[config.mk]
export PLATFORM = sky130hd
export DESIGN_NAME = mvd_ueg3_debinarizer
export DESIGN_NICKNAME = d
export VERILOG_FILES = /design/src/rtl/mvd_pkg.sv /design/src/rtl/mvd_nbr.sv /design/src/rtl/mvd_ctrl.sv /design/src/rtl/mvd_oreg.sv /design/src/rtl/mvd_ueg3_debinarizer.sv
export SDC_FILE = /design/constraint.sdc
export NUM_CORES = 1
export LEC_CHECK = 0
export ABC_AREA = 1
export BUFFER_PORTS_ARGS = -buffer_cell sky130_fd_sc_hd__buf_2
export CAP_MARGIN = 20
export CORE_ASPECT_RATIO = 1.75
export CORE_UTILIZATION = 55
export CTS_BUF_LIST = sky130_fd_sc_hd__clkbuf_16
export CTS_CLUSTER_SIZE = 28
export DETAILED_ROUTE_END_ITERATION = 6
export PLACE_DENSITY = 0.74
export SLEW_MARGIN = 20
export SYNTH_ARGS = -nofsm -noshare
export SYNTH_HDL_FRONTEND = slang
export SYNTH_SLANG_ARGS = --single-unit
[constraint.sdc]
create_clock -name clock -period 12.65 [get_ports clock]
set_clock_uncertainty 0.05 [all_clocks]
set_input_delay 1.265 -clock clock [delete_from_list [all_inputs] [get_ports clock]]
set_output_delay 1.265 -clock clock [all_outputs]
set_load 0.03 [all_outputs]
[src/rtl/mvd_pkg.sv]
package mvd_pkg;

   localparam int SUB_BLOCKS          = 4;
   localparam int MAX_PREFIX_ONES_DEF = 27;

   localparam logic [5:0]  CTX_BASE_X     = 6'd40;
   localparam logic [5:0]  CTX_BASE_Y     = 6'd47;
   localparam logic [4:0]  UEG_ORDER      = 5'd3;
   localparam logic [4:0]  TU_EXTRA       = 5'd8;
   localparam logic [6:0]  ABS_LIMIT_LOW  = 7'd3;
   localparam logic [6:0]  ABS_LIMIT_HIGH = 7'd32;
   localparam logic [5:0]  ABS_SAT        = 6'd33;
   localparam logic [31:0] UEG_OFFSET     = 32'd9;
   localparam logic [31:0] VALUE_MAX      = 32'h7FFF_FFFF;

   localparam logic ACT_BEGIN = 1'b0;
   localparam logic ACT_BIN   = 1'b1;

   // absolute mvd component, saturated just above the largest threshold
   typedef logic [5:0] abs_type;

   typedef struct packed {
      logic [1:0] sub;
      logic       axis;
      logic       type_zero;
   } nbr_query_type;

   typedef struct packed {
      logic       en;
      logic [1:0] sub;
      abs_type    x_abs;
      abs_type    y_abs;
   } nbr_write_type;

   typedef struct packed {
      logic [5:0]         next_ctx;
      logic               next_bypass;
      logic               mvd_valid;
      logic signed [31:0] mvd_value;
      logic               mvd_axis;
      logic [1:0]         sub_block;
      logic [1:0]         part_index;
      logic               error_flag;
      logic               last;
   } rsp_type;

   function automatic logic [5:0] tu_offset(input logic [2:0] idx);
      logic [5:0] r;
      case (idx)
         3'd0:    r = 6'd3;
         3'd1:    r = 6'd4;
         3'd2:    r = 6'd5;
         default: r = 6'd6;
      endcase
      return r;
   endfunction

   function automatic abs_type sat_abs(input logic [31:0] v);
      return (v > {26'd0, ABS_SAT}) ? ABS_SAT : v[5:0];
   endfunction

   function automatic logic [2:0] parts_of(input logic [1:0] t);
      logic [2:0] r;
      case (t)
         2'd0:    r = 3'd1;
         2'd3:    r = 3'd4;
         default: r = 3'd2;
      endcase
      return r;
   endfunction

   function automatic logic [1:0] type_of(input logic [7:0] types, input logic [1:0] sub);
      logic [1:0] r;
      case (sub)
         2'd0:    r = types[1:0];
         2'd1:    r = types[3:2];
         2'd2:    r = types[5:4];
         default: r = types[7:6];
      endcase
      return r;
   endfunction

   function automatic logic [5:0] ctx_base(input logic axis);
      return axis ? CTX_BASE_Y : CTX_BASE_X;
   endfunction

endpackage

[src/rtl/mvd_nbr.sv]
module mvd_nbr
   import mvd_pkg::*;
(
   input  logic          clock,
   input  logic          reset,
   input  logic          clear,
   input  nbr_write_type wr,
   input  nbr_query_type query,
   output logic [1:0]    inc
);

   logic [SUB_BLOCKS-1:0] valid_ff;
   logic [SUB_BLOCKS-1:0] valid_in;
   abs_type               x_abs_ff [SUB_BLOCKS];
   abs_type               y_abs_ff [SUB_BLOCKS];

   // entry as seen this cycle, with the write in flight forwarded
   logic [SUB_BLOCKS-1:0] eff_valid;
   abs_type               eff_abs [SUB_BLOCKS];
   logic [6:0]            sum;

   always_comb begin
      if (clear) begin
         valid_in = '0;
      end else begin
         valid_in = valid_ff;
         if (wr.en) begin
            valid_in[wr.sub] = 1'b1;
         end
      end
   end

   always_ff @(posedge clock) begin
      if (reset) begin
         valid_ff <= '0;
      end else begin
         valid_ff <= valid_in;
      end
   end

   always_ff @(posedge clock) begin
      if (wr.en) begin
         x_abs_ff[wr.sub] <= wr.x_abs;
         y_abs_ff[wr.sub] <= wr.y_abs;
      end
   end

   always_comb begin
      for (int n = 0; n < SUB_BLOCKS; n++) begin
         if (wr.en && (wr.sub == 2'(n))) begin
            eff_valid[n] = 1'b1;
            eff_abs[n]   = query.axis ? wr.y_abs : wr.x_abs;
         end else begin
            eff_valid[n] = valid_ff[n];
            eff_abs[n]   = query.axis ? y_abs_ff[n] : x_abs_ff[n];
         end
      end
   end

   // left neighbor is sub-1 for odd subs, top neighbor is sub-2 for the lower row
   always_comb begin
      case (query.sub)
         2'd1:    sum = eff_valid[0] ? {1'b0, eff_abs[0]} : 7'd0;
         2'd2:    sum = eff_valid[0] ? {1'b0, eff_abs[0]} : 7'd0;
         2'd3:    sum = (eff_valid[2] ? {1'b0, eff_abs[2]} : 7'd0)
                      + (eff_valid[1] ? {1'b0, eff_abs[1]} : 7'd0);
         default: sum = 7'd0;
      endcase
      if (!query.type_zero || (sum < ABS_LIMIT_LOW)) begin
         inc = 2'd0;
      end else if (sum <= ABS_LIMIT_HIGH) begin
         inc = 2'd1;
      end else begin
         inc = 2'd2;
      end
   end

endmodule

[src/rtl/mvd_ctrl.sv]
module mvd_ctrl
   import mvd_pkg::*;
#(
   parameter int MAX_PREFIX_ONES = MAX_PREFIX_ONES_DEF
)
(
   input  logic          clock,
   input  logic          reset,
   input  logic          accept,
   input  logic          action,
   input  logic [7:0]    sub_types,
   input  logic [2:0]    sub_count,
   input  logic          bin_value,
   input  logic [1:0]    inc,
   output nbr_query_type query,
   output nbr_write_type wr,
   output logic          clear,
   output rsp_type       rsp
);

   localparam logic [2:0] PH_IDLE  = 3'd0;
   localparam logic [2:0] PH_FIRST = 3'd1;
   localparam logic [2:0] PH_TU    = 3'd2;
   localparam logic [2:0] PH_UEGP  = 3'd3;
   localparam logic [2:0] PH_UEGS  = 3'd4;
   localparam logic [2:0] PH_SIGN  = 3'd5;

   logic [2:0]  phase_ff, phase_in;
   logic [7:0]  types_ff, types_in;
   logic [2:0]  count_ff, count_in;
   logic [1:0]  sub_ff, sub_in;
   logic [1:0]  part_ff, part_in;
   logic        axis_ff, axis_in;
   logic [4:0]  prefix_ff, prefix_in;
   logic [4:0]  suffix_ff, suffix_in;
   logic [31:0] accum_ff, accum_in;
   abs_type     x_abs_ff, x_abs_in;

   logic        do_complete;
   logic        do_fail;
   logic        start;
   logic [31:0] cval;
   abs_type     cabs;
   logic [2:0]  cnt;
   logic [4:0]  sb;
   logic [31:0] ssum;

   always_comb begin
      phase_in  = phase_ff;
      types_in  = types_ff;
      count_in  = count_ff;
      sub_in    = sub_ff;
      part_in   = part_ff;
      axis_in   = axis_ff;
      prefix_in = prefix_ff;
      suffix_in = suffix_ff;
      accum_in  = accum_ff;
      x_abs_in  = x_abs_ff;
      rsp         = '0;
      wr          = '0;
      clear       = 1'b0;
      do_complete = 1'b0;
      do_fail     = 1'b0;
      start       = 1'b0;
      cval        = '0;
      cabs        = '0;
      cnt         = (sub_count > 3'(SUB_BLOCKS)) ? 3'(SUB_BLOCKS) : sub_count;
      sb          = (suffix_ff != 5'd0) ? suffix_ff - 5'd1 : 5'd0;
      ssum        = accum_ff + ({31'd0, bin_value} << sb);

      if (accept) begin
         if (action == ACT_BEGIN) begin
            types_in  = sub_types;
            count_in  = cnt;
            sub_in    = '0;
            part_in   = '0;
            axis_in   = 1'b0;
            prefix_in = '0;
            suffix_in = '0;
            accum_in  = '0;
            x_abs_in  = '0;
            clear     = 1'b1;
            if (cnt == 3'd0) begin
               phase_in = PH_IDLE;
               rsp.last = 1'b1;
            end else begin
               start = 1'b1;
            end
         end else begin
            case (phase_ff)
               PH_FIRST: begin
                  if (!bin_value) begin
                     do_complete = 1'b1;
                  end else begin
                     prefix_in    = 5'd1;
                     phase_in     = PH_TU;
                     rsp.next_ctx = ctx_base(axis_ff) + tu_offset(3'd0);
                  end
               end
               PH_TU: begin
                  if (!bin_value) begin
                     accum_in        = {27'd0, prefix_ff};
                     phase_in        = PH_SIGN;
                     rsp.next_bypass = 1'b1;
                  end else if (prefix_ff >= TU_EXTRA) begin
                     prefix_in       = '0;
                     suffix_in       = UEG_ORDER;
                     accum_in        = '0;
                     phase_in        = PH_UEGP;
                     rsp.next_bypass = 1'b1;
                  end else begin
                     prefix_in    = prefix_ff + 5'd1;
                     rsp.next_ctx = ctx_base(axis_ff) + tu_offset(prefix_ff[2:0]);
                  end
               end
               PH_UEGP: begin
                  if (!bin_value) begin
                     phase_in        = PH_UEGS;
                     rsp.next_bypass = 1'b1;
                  end else if (prefix_ff >= 5'(MAX_PREFIX_ONES)) begin
                     do_fail = 1'b1;
                  end else begin
                     accum_in        = accum_ff + (32'd1 << suffix_ff);
                     suffix_in       = suffix_ff + 5'd1;
                     prefix_in       = prefix_ff + 5'd1;
                     rsp.next_bypass = 1'b1;
                  end
               end
               PH_UEGS: begin
                  suffix_in = sb;
                  accum_in  = ssum;
                  if (sb == 5'd0) begin
                     if (ssum > VALUE_MAX - UEG_OFFSET) begin
                        do_fail = 1'b1;
                     end else begin
                        accum_in        = ssum + UEG_OFFSET;
                        phase_in        = PH_SIGN;
                        rsp.next_bypass = 1'b1;
                     end
                  end else begin
                     rsp.next_bypass = 1'b1;
                  end
               end
               PH_SIGN: begin
                  do_complete = 1'b1;
                  cval        = bin_value ? (32'd0 - accum_ff) : accum_ff;
                  cabs        = sat_abs(accum_ff);
               end
               default: begin
                  phase_in = PH_IDLE;
               end
            endcase
         end
      end

      if (do_fail) begin
         rsp.mvd_axis   = axis_ff;
         rsp.sub_block  = sub_ff;
         rsp.part_index = part_ff;
         rsp.error_flag = 1'b1;
         rsp.last       = 1'b1;
         phase_in       = PH_IDLE;
      end

      if (do_complete) begin
         rsp.mvd_valid  = 1'b1;
         rsp.mvd_value  = cval;
         rsp.mvd_axis   = axis_ff;
         rsp.sub_block  = sub_ff;
         rsp.part_index = part_ff;
         if (!axis_ff) begin
            x_abs_in = cabs;
            axis_in  = 1'b1;
            start    = 1'b1;
         end else begin
            wr.en    = 1'b1;
            wr.sub   = sub_ff;
            wr.x_abs = x_abs_ff;
            wr.y_abs = cabs;
            axis_in  = 1'b0;
            if (({1'b0, part_ff} + 3'd1) < parts_of(type_of(types_ff, sub_ff))) begin
               part_in = part_ff + 2'd1;
               start   = 1'b1;
            end else begin
               part_in = '0;
               if (({1'b0, sub_ff} + 3'd1) >= count_ff) begin
                  rsp.last = 1'b1;
                  phase_in = PH_IDLE;
               end else begin
                  sub_in = sub_ff + 2'd1;
                  start  = 1'b1;
               end
            end
         end
      end

      if (start) begin
         phase_in     = PH_FIRST;
         rsp.next_ctx = ctx_base(axis_in) + {4'd0, inc};
      end

      query.sub       = sub_in;
      query.axis      = axis_in;
      query.type_zero = (type_of(types_in, sub_in) == 2'd0);
   end

   always_ff @(posedge clock) begin
      if (reset) begin
         phase_ff  <= PH_IDLE;
         types_ff  <= '0;
         count_ff  <= '0;
         sub_ff    <= '0;
         part_ff   <= '0;
         axis_ff   <= 1'b0;
         prefix_ff <= '0;
         suffix_ff <= '0;
         accum_ff  <= '0;
         x_abs_ff  <= '0;
      end else begin
         phase_ff  <= phase_in;
         types_ff  <= types_in;
         count_ff  <= count_in;
         sub_ff    <= sub_in;
         part_ff   <= part_in;
         axis_ff   <= axis_in;
         prefix_ff <= prefix_in;
         suffix_ff <= suffix_in;
         accum_ff  <= accum_in;
         x_abs_ff  <= x_abs_in;
      end
   end

endmodule

[src/rtl/mvd_oreg.sv]
module mvd_oreg
   import mvd_pkg::*;
(
   input  logic    clock,
   input  logic    reset,
   input  logic    load,
   input  rsp_type rsp_in,
   input  logic    out_ready,
   output logic    in_ready,
   output logic    out_valid,
   output rsp_type rsp_out
);

   logic    valid_ff, valid_in;
   rsp_type data_ff;

   assign in_ready  = !valid_ff || out_ready;
   assign out_valid = valid_ff;
   assign rsp_out   = data_ff;

   always_comb begin
      if (load) begin
         valid_in = 1'b1;
      end else if (out_ready) begin
         valid_in = 1'b0;
      end else begin
         valid_in = valid_ff;
      end
   end

   always_ff @(posedge clock) begin
      if (reset) begin
         valid_ff <= 1'b0;
      end else begin
         valid_ff <= valid_in;
      end
   end

   // hold the result until taken
   always_ff @(posedge clock) begin
      if (load) begin
         data_ff <= rsp_in;
      end
   end

endmodule

[src/rtl/mvd_ueg3_debinarizer.sv]
// channel  direction  handshake               payload
// req      in         req_valid / req_ready   action, sub_types, sub_count, bin_value
// rsp      out        rsp_valid / rsp_ready   next_ctx, next_bypass, mvd_*, sub_block,
//                                             part_index, error_flag, last
//
// Each request gives one response, valid in the cycle after it is accepted; a request can
// be accepted every cycle. The bin state machine and the neighbor store update
// in the accept cycle, and the response sits in an output register.
// A held response stalls the input only while rsp_ready is low.
// Synchronous reset returns to idle and empties the output register.
module mvd_ueg3_debinarizer
   import mvd_pkg::*;
#(
   parameter int MAX_PREFIX_ONES = MAX_PREFIX_ONES_DEF
)
(
   input  logic               clock,
   input  logic               reset,
   input  logic               req_valid,
   output logic               req_ready,
   input  logic               req_action,
   input  logic [7:0]         req_sub_types,
   input  logic [2:0]         req_sub_count,
   input  logic               req_bin_value,
   output logic               rsp_valid,
   input  logic               rsp_ready,
   output logic [5:0]         rsp_next_ctx,
   output logic               rsp_next_bypass,
   output logic               rsp_mvd_valid,
   output logic signed [31:0] rsp_mvd_value,
   output logic               rsp_mvd_axis,
   output logic [1:0]         rsp_sub_block,
   output logic [1:0]         rsp_part_index,
   output logic               rsp_error_flag,
   output logic               rsp_last
);

   logic          accept;
   logic [1:0]    inc;
   logic          clear;
   nbr_query_type query;
   nbr_write_type wr;
   rsp_type       rsp_next;
   rsp_type       rsp_q;

   assign accept = req_valid && req_ready;

   mvd_ctrl #(
      .MAX_PREFIX_ONES(MAX_PREFIX_ONES)
   ) u_ctrl (
      .clock     (clock),
      .reset     (reset),
      .accept    (accept),
      .action    (req_action),
      .sub_types (req_sub_types),
      .sub_count (req_sub_count),
      .bin_value (req_bin_value),
      .inc       (inc),
      .query     (query),
      .wr        (wr),
      .clear     (clear),
      .rsp       (rsp_next)
   );

   mvd_nbr u_nbr (
      .clock (clock),
      .reset (reset),
      .clear (clear),
      .wr    (wr),
      .query (query),
      .inc   (inc)
   );

   mvd_oreg u_oreg (
      .clock     (clock),
      .reset     (reset),
      .load      (accept),
      .rsp_in    (rsp_next),
      .out_ready (rsp_ready),
      .in_ready  (req_ready),
      .out_valid (rsp_valid),
      .rsp_out   (rsp_q)
   );

   assign rsp_next_ctx    = rsp_q.next_ctx;
   assign rsp_next_bypass = rsp_q.next_bypass;
   assign rsp_mvd_valid   = rsp_q.mvd_valid;
   assign rsp_mvd_value   = rsp_q.mvd_value;
   assign rsp_mvd_axis    = rsp_q.mvd_axis;
   assign rsp_sub_block   = rsp_q.sub_block;
   assign rsp_part_index  = rsp_q.part_index;
   assign rsp_error_flag  = rsp_q.error_flag;
   assign rsp_last        = rsp_q.last;

endmodule

==> impl_metrics.yaml, run 1 <==
global_route:
  grt_pass1_wl_mm: 83.63
  overflow: 0
  grt_max_degree: 58
  grt_usage_pct: 43.08
  antenna_found_initial: 0
  grt_pass1_vias: 15550
synthesis:
  yosys.cell_count.top_type: "nand2_1"
  synth-simple-area-share_pct: 34.90
  syn_nets: 2346
  syn-cell-area_mm2: 0.01422
  synth_area_leader_cell: "edfxtp_1"
  synth_top_family_by_area: "simple AND/OR/NAND/NOR gates"
  ys_ff_latch: 154
  synthMuxAreaShare_pct: 0.2816
  synth.avg_cell_area_um2: 6.418
  synth-xor-area-share_pct: 1.215
  synth-async-reset-ratio_pct: 0
  ys_seq_area_share_pct: 27.53
  synth_warnings: 0
  synth_compound_area_share_pct: 15.78
  yosys.area.top_type_share_pct: 17.53
  synth_common_cells: "nand2_1, inv_1, nor2_1"
  netlist-cell-type-count: 64
  ys_top_cells_by_area: "edfxtp_1, nand2_1, dfxtp_1, ha_1, inv_1"
  synth_flop_cell: "edfxtp_1"
  synth_edf_count: 83
  synthAdderAreaFrac_pct: 10.35
  synth_cells: 2215
power_and_ir_drop:
  p_int_mw: 0.8199
  power_mw: 1.153
  vdd_drop_max_v: 0.00006111
  comb_power_share_pct: 10.7
  power.density_mw_per_mm2: 74.88
  p_leak_nw: 7.119
  p_sw_share_pct: 28.91
  switching_power_mw: 0.3334
  clkPwrFrac_pct: 42.5
  seqPwrFrac_pct: 46.8
route:
  wl_per_cell_um: 21.41
  vias: 15540
  drt-pass1-iter-count: 5
  ant_nets: 0
  routed_wl_mm: 55.56
  drt_iter0_drc: 1075
  avgViaCountPerCell: 5.988
  drc_errors: 0
final_layout:
  fill_cells: 2478
  nets: 2397
  syn_to_final_growth_pct: 8.344
  diodes: 0
  drive_above_1_share_pct: 8.337
  fin_util_pct: 60.79
floorplanning:
  start_util_pct: 56.11
  core_area_mm2: 0.02534
  io_pins: 66
  std_cell_rows: 77
  die_h_um: 214.7
  fp.dieW_um: 123.5
  fp.dieArea_mm2: 0.02652
worst_hold_path:
  hold_start: "u_nbr.valid_ff[2]"
  min_path_type: "reg -> reg"
  min_to: "u_nbr.valid_ff[2]"
  worstHoldPathCells: 2
critical_path:
  r2r_slack_ps: 6510
  cp_slowest_cell: "nor2_2"
  cpMostUsedCell: "nor2_1"
  slowest_delay_ps: 530
  cp.required_ps: 12800
  reg2reg_to: "u_ctrl.accum_ff[4]"
  worstSetupPathType: "in -> reg"
  critPathArrivalTime_ps: 6790
  critPathLaunchType: "primary input"
  reg2reg_depth: 27
  cp_max_fo: 23
  endpoint_kind: "flop"
  r2r-start: "u_ctrl.suffix_ff[3]"
timing:
  tns_ps: 0
  tightestPinTransition_ps: 1097
  rsz0062_at_grt: "no"
  hold_violations: 0
  fin_ws_ps: 6012
  fmax_mhz: 150.6
  post-route-period-util_pct: 52.48
  drv_slew: 0
  min_period_ps: 6638
  setup_viol: 0
  hold_slack_ps: 401.1
  slew_headroom_pct: 26.12
clocking:
  post_cts_buffers: 0
  cts_tree: "built"
  cts.sink_count: 154
  clockBufferDepth: 2
  cts_made_buffers: 17
  cts_resized: 0
  clkTransAtPathRegs_ps: 70
  root_buffer: "clkbuf_16"
  clk-insertion-delay-late_ps: 450
  htreeDepth: 4
  ctsHoldBuffers: 0
place:
  place_congestion: 1.069
  port_buffers: 65
  place_ws_ps: 5672
  hpwl_mm: 45.03
flow_run:
  cap_violations: 0
status:
  outcome: "finished clean"
==> cell families (layout without fill, tap and decap cells) <==
logic type,Yosys count,count (layout)
flops,154,154
fa+ha+maj,114,114
simple gates,1159,1159
mux,4,4
compound gates,396,396
xor+xnor,18,18
buf+inv,370,434
==> worst max-delay path: cells and delay by family <==
family / cells / cell delay (ps)
fa+ha+maj: 4 / 1220
simple gates: 13 / 1870
compound gates: 8 / 1330
buf+inv: 6 / 1080
==> worst max-delay path by stage <==
stage | start | to | slack (ps)
floorplan | rsp_ready | u_oreg.rsp_out[43] | 5890
global placement | rsp_ready | u_oreg.rsp_out[43] | 5840
detailed placement | rsp_ready | u_oreg.rsp_out[43] | 5670
CTS | rsp_ready | u_oreg.rsp_out[43] | 6130
global route | rsp_ready | u_oreg.rsp_out[43] | 5460
finish | rsp_ready | u_oreg.rsp_out[43] | 6010
==> metal layers <==
layer  vias up  routed length [um]  GRT usage, %
li1       7429                   -             -
met1      7092               16790         35.80
met2       716               28270         76.96
met3       303                2888         7.633
met4         0                7605         49.80
met5         -                   0             0
==> stage by stage <==
| stage | cell area, um2 | cells |
|---|---|---|
| final | 15400 | 2595 |
| after global routing | 15400 | 2595 |
| after CTS | 15400 | 2595 |
| after detailed placement | 14840 | 2563 |
| after global placement | 14840 | 2563 |
| after floorplan | 14220 | 2215 |
==> power groups by stage <==
stage / Sequential [mW] / Combinational, mW / Clock (mW)
final: 0.540 / 0.123 / 0.491
after global routing: 0.540 / 0.132 / 0.511
after CTS: 0.540 / 0.120 / 0.493
after detailed placement: 0.551 / 0.120 / 0
after global placement: 0.551 / 0.118 / 0
after floorplan: 0.565 / 0.0686 / 0
==> flip-flops by register name, indices dropped and copies added (netlist names) <==
register	cells
u_ctrl.x_abs_ff	6
u_ctrl.prefix_ff	5
u_oreg.rsp_out	47
u_ctrl.axis_ff	1
u_ctrl.suffix_ff	5
u_nbr.x_abs_ff	18
u_ctrl.part_ff	2
u_ctrl.types_ff	8
u_nbr.valid_ff	3
u_ctrl.count_ff	3
u_ctrl.sub_ff	2
u_ctrl.accum_ff	32
u_nbr.y_abs_ff	18
u_ctrl.phase_ff	3
u_oreg.out_valid	1
==> cell usage in the layout (no fill, tap or decap), types with 5 or more instances in the layout <==
master,count
nor3_1,41
nand3_2,6
inv_6,5
nor4_1,13
o32ai_1,16
inv_1,303
buf_2,65
xor2_1,12
and2_1,6
clkinv_1,6
nor2_4,6
nor2_2,22
o21ai_1,9
o211ai_1,8
fa_1,6
nand4_1,31
nand2_2,12
buf_4,11
edfxtp_1,83
o22ai_1,12
a31oi_1,7
nand3b_1,7
o21ai_0,114
o21a_1,6
nand3_1,139
ha_1,108
dfxtp_1,71
a21o_1,7
nor2_1,278
clkbuf_16,17
o21bai_1,6
a21oi_1,181
nand2_1,581
inv_2,18
==> area by class of cell <==
cell class | instances | area, um2 | share of cell area, %
Clock buffer | 17 | 425.4 | 2.762
Clock inverter | 15 | 128.9 | 0.8367
Inverter | 326 | 1224 | 7.945
Multi-Input combinational cell | 1691 | 8907 | 57.83
Sequential cell | 154 | 3914 | 25.41
Tap cell | 316 | 395.4 | 2.567
Timing Repair Buffer | 76 | 407.9 | 2.648
No activity file was read; power rests on OpenSTA's default activity.
==> run 2: changes to the inputs <==
clock period = 6.8 ns   (was 12.65 ns; I/O delays follow)
==> run 2 against run 1 <==
Against the previous run: sequential power increased by 85%; routed wire length decreased by 2.8%; clock-buffer cell count unchanged; via count decreased by 0.75%; sequential share of layout area decreased by 0.21 points; cell count increased by 0.27%; power increased by 97%; critical path depth decreased by 5; cell area increased by 0.84%; setup slack got worse by 5400 ps; non-clock buffer count increased by 7.
==> impl_metrics.yaml, run 2 (same netlist as run 1, synthesis figures left out) <==
clocking:
  cts_tree: "built"
  cts.sink_count: 154
  root_buffer: "clkbuf_16"
  cts_made_buffers: 17
  cts_resized: 0
  clk-insertion-delay-late_ps: 450
  clkTransAtPathRegs_ps: 60
  htreeDepth: 4
  post_cts_buffers: 0
  clockBufferDepth: 2
  ctsHoldBuffers: 0
final_layout:
  final_cells: 2602
  largest_reg_flops: 47
  final_common_cell: "nand2_1"
  syn_to_final_growth_pct: 9.250
  nets: 2404
  diodes: 0
  layout_common_cells: "nand2_1, inv_1, nor2_1, a21oi_1, nand3_1"
  drive_above_1_share_pct: 8.530
critical_path:
  cp_slowest_cell: "nor3_2"
  cpLargestDelayFamily: "compound AO/OA/AOI/OAI gates"
  cpMostUsedCell: "ha_1"
  endpoint_kind: "flop"
  cp.required_ps: 6950
  worstSetupPathType: "reg -> reg"
  slowest_delay_ps: 420
  critPathBufInv: 5
  cp_max_fo: 8
  critPathLaunchType: "flop"
  critPathArrivalTime_ps: 6350
floorplanning:
  fp.dieArea_mm2: 0.02652
  io_pins: 66
  fp.dieW_um: 123.5
  start_util_pct: 56.11
  std_cell_rows: 77
  die_h_um: 214.7
  core_area_mm2: 0.02534
route:
  ant_nets: 0
  vias: 15420
  avgViaCountPerCell: 5.928
  drt_iter0_drc: 1179
  drc_errors: 0
  routed_wl_mm: 54.01
  wl_per_cell_um: 20.76
  drt-pass1-iter-count: 5
place:
  hpwl_mm: 43.70
  dp.cells: 2570
  place_congestion: 1.079
  port_buffers: 65
timing:
  hold_violations: 0
  drv_slew: 0
  setup_viol: 0
  slew_headroom_pct: 28.37
  tightestPinTransition_ps: 1061
  rsz0062_at_grt: "no"
  min_period_ps: 6198
  tns_ps: 0
  post-route-period-util_pct: 91.15
  fmax_mhz: 161.3
global_route:
  grt_pass1_vias: 15440
  gr-usage-met1_pct: 36.65
  grt_max_degree: 58
  grt_pass1_wl_mm: 82.12
  grt.busiest_layer: "met2"
  grt_usage_pct: 42.19
  overflow: 0
  use_met2_pct: 74.92
  antenna_found_initial: 0
  use_met3_pct: 8.271
power_and_ir_drop:
  vdd_drop_max_v: 0.0001313
  p_leak_nw: 7.196
  power.density_mw_per_mm2: 146.5
flow_run:
  cap_violations: 0
worst_hold_path:
  min_path_type: "reg -> reg"
status:
  outcome: "finished clean"
-- run 2: changes by cell type in the layout (fill, tap and decap cells not counted), sizes merged --
cell | before | now
clkinv | 8 | 12
buf | 76 | 83
bufinv | 0 | 4
inv | 330 | 325
clkinvlp | 3 | 0
-- run 2: metal layers --
layer / part of all wire [%] / routed length [um]
met5: 0 / 0
met4: 13 / 6786
met3: 5.5 / 2981
met2: 51 / 27440
met1: 31 / 16800
-- run 2: area by class of cell --
type                    count  area (um2)
clock buffers              17       425.4
clock inverters            15       214.0
fillers                  2487        9807
inverters                 326        1224
multi-input cells        1691        8899
flip-flops and latches    154        3914
well taps                 316       395.4
repair buffers             83       460.4
-- run 2: worst min-delay path, stage by stage, from the launching register on --
cell and delay [ps]:
dfxtp_1 310, inv_1 50, a21oi_1 50
-- run 2: stage by stage --
step	power, mW	hold slack [ps]	utilization, %	area, um2	setup slack (ps)
after global placement	1.247	388.9	58.77	14890	841.1
after CTS	2.268	410.3	61.30	15530	611.2
final	2.276	413.1	61.30	15530	602.1
after floorplan	1.178	380.1	-	14220	622.6
after detailed placement	1.250	400.4	58.77	14890	647.0
after global routing	2.332	440.6	61.30	15530	217.7
-- run 2: path summary, 6_finish.rpt --
check                             to         startpoint  cells past startpoint  slack, ps
hold / removal     u_nbr.valid_ff[2]  u_nbr.valid_ff[2]                      2        410
setup / recovery  u_oreg.rsp_out[43]   u_ctrl.sub_ff[1]                     26        600
hold reg to reg    u_nbr.valid_ff[2]  u_nbr.valid_ff[2]                      2        410
setup reg to reg  u_oreg.rsp_out[43]   u_ctrl.sub_ff[1]                     26        600
-- run 2: where the power goes --
part           switching [mW]  internal [mW]
logic                   0.180         0.0518
registers             0.00982          0.995
clock network           0.418          0.622
total                   0.608           1.67
==> run 3: changes to the inputs <==
CTS_CLUSTER_SIZE = 40   (was 28)
RECOVER_POWER = 50   (was unset)
TNS_END_PERCENT = 5   (was unset)
==> run 3 against run 2 <==
Against the previous run: the run now ends with capacitance limit, slew limit left; global-route usage unchanged; utilization decreased by 0.31 points; highest routed layer unchanged; cell count stayed put; die area stayed put.
==> impl_metrics.yaml, run 3 (same netlist as run 1, synthesis figures left out) <==
status:
  outcome: "finished, violations left"
  violations: "capacitance limit, slew limit"
clocking:
  root_buffer: "clkbuf_16"
  cts.sink_count: 154
  cts_tree: "built"
  clockBufferDepth: 2
  cts_resized: 0
  post_cts_buffers: 0
  ctsHoldBuffers: 0
  htreeDepth: 4
  clk-insertion-delay-late_ps: 450
  cts_made_buffers: 17
  clkTransAtPathRegs_ps: 60
final_layout:
  drive_above_1_share_pct: 6.124
  diodes: 0
  largest_reg_flops: 47
  layout_common_cells: "nand2_1, inv_1, nor2_1, a21oi_1, nand3_1"
  fill_cells: 2509
  final_common_cell: "nand2_1"
  nets: 2404
  syn_to_final_growth_pct: 8.705
timing:
  hold_slack_ps: 414.3
  tightestPinTransition_ps: 3049
  drv_slew: 107
  setup_viol: 0
  slew_headroom_pct: -103.3
  hold_violations: 0
  post-route-period-util_pct: 91.14
  rsz0062_at_grt: "no"
  fmax_mhz: 161.4
  tns_ps: 0
  min_period_ps: 6198
global_route:
  grt_pass1_vias: 15440
  antenna_found_initial: 0
  grt_max_degree: 58
  overflow: 0
  grt_usage_pct: 42.19
  grt_pass1_wl_mm: 82.12
critical_path:
  cp_slowest_cell: "clkbuf_1"
  crit_chain: "clkbuf_1 > inv_1 > nor2_1 > nand2_1 > nor2_4 > clkinv_1 > buf_4 > nor3_1 > inv_1 > o22ai_1 > inv_1 > ha_1 > nor3_2 > o21ai_0 > o21ai_1 > nor3b_1 > a21boi_1 > nor2_1 > ha_1 > fa_1 > ha_1 > a32o_1"
  cp.required_ps: 6950
  critPathArrivalTime_ps: 6340
  slowest_delay_ps: 500
  endpoint_kind: "flop"
  worstSetupPathType: "in -> reg"
  critPathLaunchType: "primary input"
  cp_max_fo: 15
floorplanning:
  fp.dieArea_mm2: 0.02652
  std_cell_rows: 77
  fp.dieW_um: 123.5
  io_pins: 66
  start_util_pct: 56.11
  die_h_um: 214.7
  core_area_mm2: 0.02534
power_and_ir_drop:
  seqPwrFrac_pct: 44.2
  p_sw_share_pct: 26.79
  switching_power_mw: 0.6091
  p_int_mw: 1.665
  p_leak_nw: 7.030
  power.density_mw_per_mm2: 147.1
  comb_power_share_pct: 10.0
  vdd_drop_max_v: 0.0001314
  clkPwrFrac_pct: 45.8
worst_hold_path:
  min_path_type: "reg -> reg"
place:
  hpwl_mm: 43.70
  place_congestion: 1.079
  port_buffers: 65
route:
  ant_nets: 0
  drc_errors: 0
  wl_per_cell_um: 20.81
  vias: 15410
  drt-pass1-iter-count: 5
  routed_wl_mm: 54.16
  avgViaCountPerCell: 5.922
  drt_iter0_drc: 1211
flow_run:
  cap_violations: 2
==> run 3: area by class of cell <==
class	instances	area (um2)	share of cell area, %
sequential	154	3914	25.33
clock inverter	15	214.0	1.384
clock buffer	17	425.4	2.753
multi-input combinational	1691	8891	57.53
inverter	326	1224	7.918
tap	316	395.4	2.558
timing repair buffer	83	390.4	2.526
==> run 3: worst paths after layout <==
path                     start            endpoint  slack, ps  depth (start not counted)
min          u_nbr.valid_ff[2]   u_nbr.valid_ff[2]        410                          2
max                 req_action  u_oreg.rsp_out[43]        600                         22
min reg2reg  u_nbr.valid_ff[2]   u_nbr.valid_ff[2]        410                          2
max reg2reg   u_ctrl.sub_ff[1]  u_oreg.rsp_out[43]        640                         26
==> run 3: through the flow <==
step                      util, %  setup WS, ps  cell area (um2)  total power [mW]  instances
final                       60.99         602.5            15450             2.274       2602
after global routing        60.99         234.7            15450             2.329       2602
after CTS                   61.30         611.2            15530             2.268       2602
after detailed placement    58.77         647.0            14890             1.250       2570
after global placement      58.77         841.1            14890             1.247       2570
after floorplan                 -         622.6            14220             1.178       2215
==> run 3: worst max-delay path: cells and delay by family <==
family                     cells  cell delay, ps
AOI/OAI and AO/OA              5            1290
buffers and inverters          6            1530
adders and majority gates      4            1160
and+or+nand+nor                7            1670
==> run 3: per-layer routing <==
| metal | wire length [um] | up-vias | track usage (%) |
|---|---|---|---|
| met3 | 2993 | 306 | 8.271 |
| li1 | - | 7445 | - |
| met5 | 0 | - | 0 |
| met2 | 27460 | 657 | 74.92 |
| met1 | 16920 | 7002 | 36.65 |
| met4 | 6790 | 0 | 44.74 |
==> run 3: power by group through the flow <==
stage	clock (mW)	combinational, mW	sequential [mW]
after floorplan	0	0.128	1.05
after global placement	0	0.222	1.02
after detailed placement	0	0.225	1.02
after CTS	1.04	0.227	1.00
after global routing	1.08	0.245	1.01
final	1.04	0.228	1.01
